`config.mk`:
```
export PLATFORM = sky130hd
export DESIGN_NAME = kri_front
export DESIGN_NICKNAME = d
export VERILOG_FILES = /design/src/rtl/kri_pkg.sv /design/src/rtl/kri_front.sv
export SDC_FILE = /design/constraint.sdc
export NUM_CORES = 1
export LEC_CHECK = 0
export ABC_AREA = 0
export BUFFER_PORTS_ARGS = -buffer_cell sky130_fd_sc_hd__buf_2
export CORE_UTILIZATION = 56
export CTS_CLUSTER_DIAMETER = 80
export DETAILED_ROUTE_END_ITERATION = 8
export PLACE_DENSITY = 0.9
export SLEW_MARGIN = 20
export SYNTH_ARGS = -nofsm -noshare
export SYNTH_HDL_FRONTEND = slang
export SYNTH_SLANG_ARGS = --single-unit
export TNS_END_PERCENT = 30
```
`constraint.sdc`:
```
create_clock -name clk -period 8.15 [get_ports clk]
set_input_delay 0.4075 -clock clk [delete_from_list [all_inputs] [get_ports clk]]
set_output_delay 0.4075 -clock clk [all_outputs]
set_load 0.005 [all_outputs]
```
`src/rtl/kri_pkg.sv`:
```
// ----------------------------------------------------------------------------
// kri_pkg
// shared types and codes for the key/record multimap index
// ----------------------------------------------------------------------------
package kri_pkg;

    localparam int ENTRIES_DEF   = 64;
    localparam int KEY_W         = 64;
    localparam int REC_W         = 32;
    localparam int STATUS_W      = 3;
    localparam int ENTRY_COUNT_W = 7;

    // action codes on the input
    localparam logic [1:0] ACT_INSERT = 2'd0;
    localparam logic [1:0] ACT_ERASE  = 2'd1;
    localparam logic [1:0] ACT_FIND   = 2'd2;

    // status codes on the result
    localparam logic [STATUS_W-1:0] ST_OK    = 3'd0;
    localparam logic [STATUS_W-1:0] ST_DUP   = 3'd1;
    localparam logic [STATUS_W-1:0] ST_NOKEY = 3'd2;
    localparam logic [STATUS_W-1:0] ST_NOREC = 3'd3;
    localparam logic [STATUS_W-1:0] ST_FULL  = 3'd4;

    typedef enum logic [1:0] {
        OP_INSERT,
        OP_ERASE,
        OP_FIND,
        OP_NOP
    } op_t;

    typedef struct packed {
        logic [1:0]       action;
        logic [KEY_W-1:0] key;
        logic [REC_W-1:0] rec_id;
    } in_t;

    typedef struct packed {
        logic [STATUS_W-1:0]      status;
        logic                     has_record;
        logic [REC_W-1:0]         record_out;
        logic                     last;
        logic [ENTRY_COUNT_W-1:0] entry_count;
    } out_t;

    typedef struct packed {
        op_t              op;
        logic [KEY_W-1:0] key;
        logic [REC_W-1:0] rec;
    } cmd_t;

    typedef struct packed {
        logic                     busy;
        logic [ENTRY_COUNT_W-1:0] count;
    } eng_stat_t;

endpackage

```
`src/rtl/kri_front.sv`:
```
// ----------------------------------------------------------------------------
// kri_front
// input queue: accepts items, decodes the action, holds two commands
// ----------------------------------------------------------------------------
module kri_front (
    input  logic          clk,
    input  logic          rst_n,
    input  logic          push,
    output logic          full,
    input  kri_pkg::in_t  item,
    output logic          cmd_vld,
    output kri_pkg::cmd_t cmd,
    input  logic          cmd_take
);
    import kri_pkg::*;

    cmd_t       slot_reg [2];
    logic       wr_ptr_reg, wr_ptr_next;
    logic       rd_ptr_reg, rd_ptr_next;
    logic [1:0] cnt_reg, cnt_next;
    cmd_t       dec;
    logic       do_push;
    logic       do_pop;

    // classify the action
    always_comb
    begin
        dec.key = item.key;
        dec.rec = item.rec_id;
        unique case (item.action)
            ACT_INSERT: dec.op = OP_INSERT;
            ACT_ERASE:  dec.op = OP_ERASE;
            ACT_FIND:   dec.op = OP_FIND;
            default:    dec.op = OP_NOP;
        endcase
    end

    assign full    = (cnt_reg == 2'd2);
    assign cmd_vld = (cnt_reg != 2'd0);
    assign cmd     = slot_reg[rd_ptr_reg];
    assign do_push = push && !full;
    assign do_pop  = cmd_take && cmd_vld;

    always_comb
    begin
        wr_ptr_next = do_push ? !wr_ptr_reg : wr_ptr_reg;
        rd_ptr_next = do_pop ? !rd_ptr_reg : rd_ptr_reg;
        cnt_next    = cnt_reg + 2'(do_push) - 2'(do_pop);
    end

    always_ff @(posedge clk)
    begin
        if (do_push)
        begin
            slot_reg[wr_ptr_reg] <= dec;
        end
    end

    always_ff @(posedge clk or negedge rst_n)
    begin
        if (!rst_n)
        begin
            wr_ptr_reg <= 1'b0;
            rd_ptr_reg <= 1'b0;
            cnt_reg    <= 2'd0;
        end
        else
        begin
            wr_ptr_reg <= wr_ptr_next;
            rd_ptr_reg <= rd_ptr_next;
            cnt_reg    <= cnt_next;
        end
    end

endmodule

```
==> results.cfg <==
[outcome]
result_of_the_run = finished clean

[clock_network]
post_cts_resized = 0
cts_tree = yes
cts_inserted_buffers = 17
clkTransAtPathRegs_ps = 70
cts.path.max_buffers = 2
cts_root_buf = sky130_fd_sc_hd__clkbuf_16
clk-insertion-delay-late_ps = 420
post_cts_buffers = 0
cts_sinks = 200
htree_num_levels = 4

[place]
setup_slack_at_placement_ps = 5360
post-dp-hpwl_microns = 8380
dpl-instance-area_sq_mm = 0.00849
placer_congestion_estimate = 0.727
numPortBuffers = 201

[synthesis]
postSynthNetCount = 429
yosys-mux-area-fraction_pct = 15.6
synth_area_in_adders_pct = 0.342
synthesis.instances = 325
synth_seq_cells = 200
ys_warns = 0
netlist_area_pre_place_sq_mm = 0.00731
yosys.area_share.xor_xnor_pct = 0.479
synth_compound_gate_area_share_pct = 0
post_synth_and_or_nand_nor_area_fraction_pct = 0.445
combinational_family_with_the_most_area_after_synthesis = multiplexers
yosysSeqAreaShare_pct = 81.9
number_of_different_library_cells_in_the_post_synthesis_netlist = 17
postSynthAreaPerCell_sq_um = 22.5

[sta]
hold_violations = 0
final.min_clock_period_ps = 2950
grt_setup_unrepaired = no
worst_hold_slack_ps = 165
slew_headroom_pct = 38.8
finalWorstSetupSlack_ps = 5200
setup-tns-final_ps = 0
setup-violations-final = 0
min_period_over_period_pct = 36.2
worst_max_slew_pin_slew_ps = 918
worst_clock_skew_ps = 7.68
report.final.slew_viol_count = 0
fmaxAchievable_mhz = 339

[critical_path]
critPathTopFamily = buffers and inverters
worstPathCellList = buf_4 > mux2_2 > buf_2
timing.critical_path.buf_inv = 2
start_kind = flop
path_max_fanout = 69
timing.critical_path.arrival_ps = 2540
worstSetupEndpointType = primary output
critical-path-max-stage-delay_ps = 780
critical_path_required_ps = 7740
path_class = flop to primary output
slowest_stage = sky130_fd_sc_hd__buf_4

[floorplanning]
die_height_microns = 116
fp.dieW_microns = 116
io-pin-count = 202
placeableCoreArea_sq_mm = 0.0127
num_rows = 41
dieArea_sq_mm = 0.0135
starting_density_pct = 57.7

[power]
total_leakage_power_nw = 3.45
swShare_pct = 26.4
clkPwrFrac_pct = 25.9
cell_internal_power_mw = 2.32
combPwrFrac_pct = 26.7
power.share.sequential_pct = 47.4
power_density_mw_per_mm2 = 347
netSwitchingPower_mw = 0.833
power.ir.vdd_worst_mv = 0.238

[cells_and_area]
max_reg_flops = 196
post-route-cell-area_sq_mm = 0.00911
post_layout_net_count = 641
n_fill_cell = 785
post-route-util_pct = 71.9
final_layout_size_suffix_gt1_share_pct = 61.1
layout_area_growth_over_synthesis_pct = 24.7

[route]
drc = 0
drt_pre_antenna_iters = 4
drt-vias-per-instance = 5.12
ant_nets = 0
vias = 3700
wl_per_cell_microns = 17.4
drt_iter0_drc = 296
routed_wirelength_microns = 12500

[global_route]
pin_count_of_the_biggest_net_entering_global_routing = 70
track_usage_pct = 18.8
grt_pass1_wl_microns = 18100
first_global_vias = 3754
overflow = 0
initial_antenna_violation_count = 2

[min_path]
worst_hold_path_type = input port to flop

[job]
max_cap_violations = 0
metrics by stage:
stage          instances  power, mW
2_1_floorplan        325       2.04
3_3_place_gp         688       2.32
3_5_place_dp         688       2.37
4_1_cts              719       3.18
5_1_grt              720       3.30
6_report             722       3.16
path summary, 6_finish.rpt:
check / start / to / slack, ps / depth (start not counted)
max reg2reg: cnt_reg[1] / slot_reg[0][80] / 5750 / 4
min reg2reg: cnt_reg[0] / cnt_reg[0] / 560 / 1
min in group asynchronous: rst_n / cnt_reg[0] / 310 / 2
max in group asynchronous: rst_n / rd_ptr_reg / 7700 / 2
max: rd_ptr_reg / cmd[91] / 5200 / 3
min: item[88] / slot_reg[0][88] / 170 / 1
worst register-to-register path, cell delays in order (launching register included):
cell	delay, ps
sky130_fd_sc_hd__dfrtp_1	420
sky130_fd_sc_hd__nand2b_1	140
sky130_fd_sc_hd__nand2_1	160
sky130_fd_sc_hd__nor2_4	500
sky130_fd_sc_hd__buf_4	730
synth_stat cells (all sizes together):
library cell	number	area (sq um)
xnor2	3	26.3
ha	2	25.0
inv	2	7.51
nand2	1	3.75
and3	1	6.26
and2	1	6.26
buf	11	73.8
edfxtp	196	5890
nand2b	1	6.26
mux2	98	1140
nor2	1	3.75
xor2	1	8.76
clkbuf	2	7.51
or2	1	6.26
dfrtp	4	100
layout by cell type, fill, tap and decap left out, types with 2 or more instances in the layout:
master,Yosys,routed
sky130_fd_sc_hd__buf_2,8,201
sky130_fd_sc_hd__buf_4,0,3
sky130_fd_sc_hd__bufinv_16,0,3
sky130_fd_sc_hd__clkbuf_16,0,17
sky130_fd_sc_hd__clkinv_1,0,2
sky130_fd_sc_hd__clkinv_2,0,2
sky130_fd_sc_hd__clkinv_4,0,2
sky130_fd_sc_hd__clkinvlp_4,0,3
sky130_fd_sc_hd__dfrtp_1,4,3
sky130_fd_sc_hd__diode_2,0,2
sky130_fd_sc_hd__edfxtp_1,196,196
sky130_fd_sc_hd__ha_1,2,2
sky130_fd_sc_hd__inv_1,2,2
sky130_fd_sc_hd__mux2_2,88,88
sky130_fd_sc_hd__mux2_4,10,10
sky130_fd_sc_hd__xnor2_1,3,3
per-layer routing:
| metal | vias up | wire (microns) | GRT usage (%) |
|---|---|---|---|
| met1 | 1833 | 4900 | 20.9 |
| li1 | 1710 | - | - |
| met3 | 17 | 826 | 6.07 |
| met4 | 0 | 202 | 7.95 |
| met2 | 140 | 6620 | 33.4 |
| met5 | - | 0 | 0 |
power groups by stage:
stage | Clock (mW) | Combinational, mW | Sequential [mW]
CTS | 0.829 | 0.850 | 1.50
floorplan | 0 | 0.547 | 1.49
global route | 0.868 | 0.919 | 1.52
global placement | 0 | 0.822 | 1.50
finish | 0.818 | 0.842 | 1.50
detailed placement | 0 | 0.844 | 1.52
logic make-up after synthesis:
kind of cell / count (synthesis)
and+or+nand+nor: 6
xor gates and xnor gates: 4
buffers and inverters: 15
muxes: 98
DFF: 200
adders and majority gates: 2
timing repair:
action                                  4_1_cts  5_1_grt
endpoints found under the setup margin        0        0
hold endpoints to repair                      4        0
hold buffers                                  1        0
area by class of cell:
type                       instances  area, sq um  share of cell area, %
timing repair buffer             206         1070                   11.7
multi-input combinational        110         1250                   13.7
clock buffer                      17          425                   4.67
tap                              172          215                   2.36
sequential                       200         5990                   65.7
clock inverter                    13          156                   1.72
inverter                           2         7.51                 0.0824
antenna                            2         5.00                 0.0549
(Power assumes the default switching activity.)
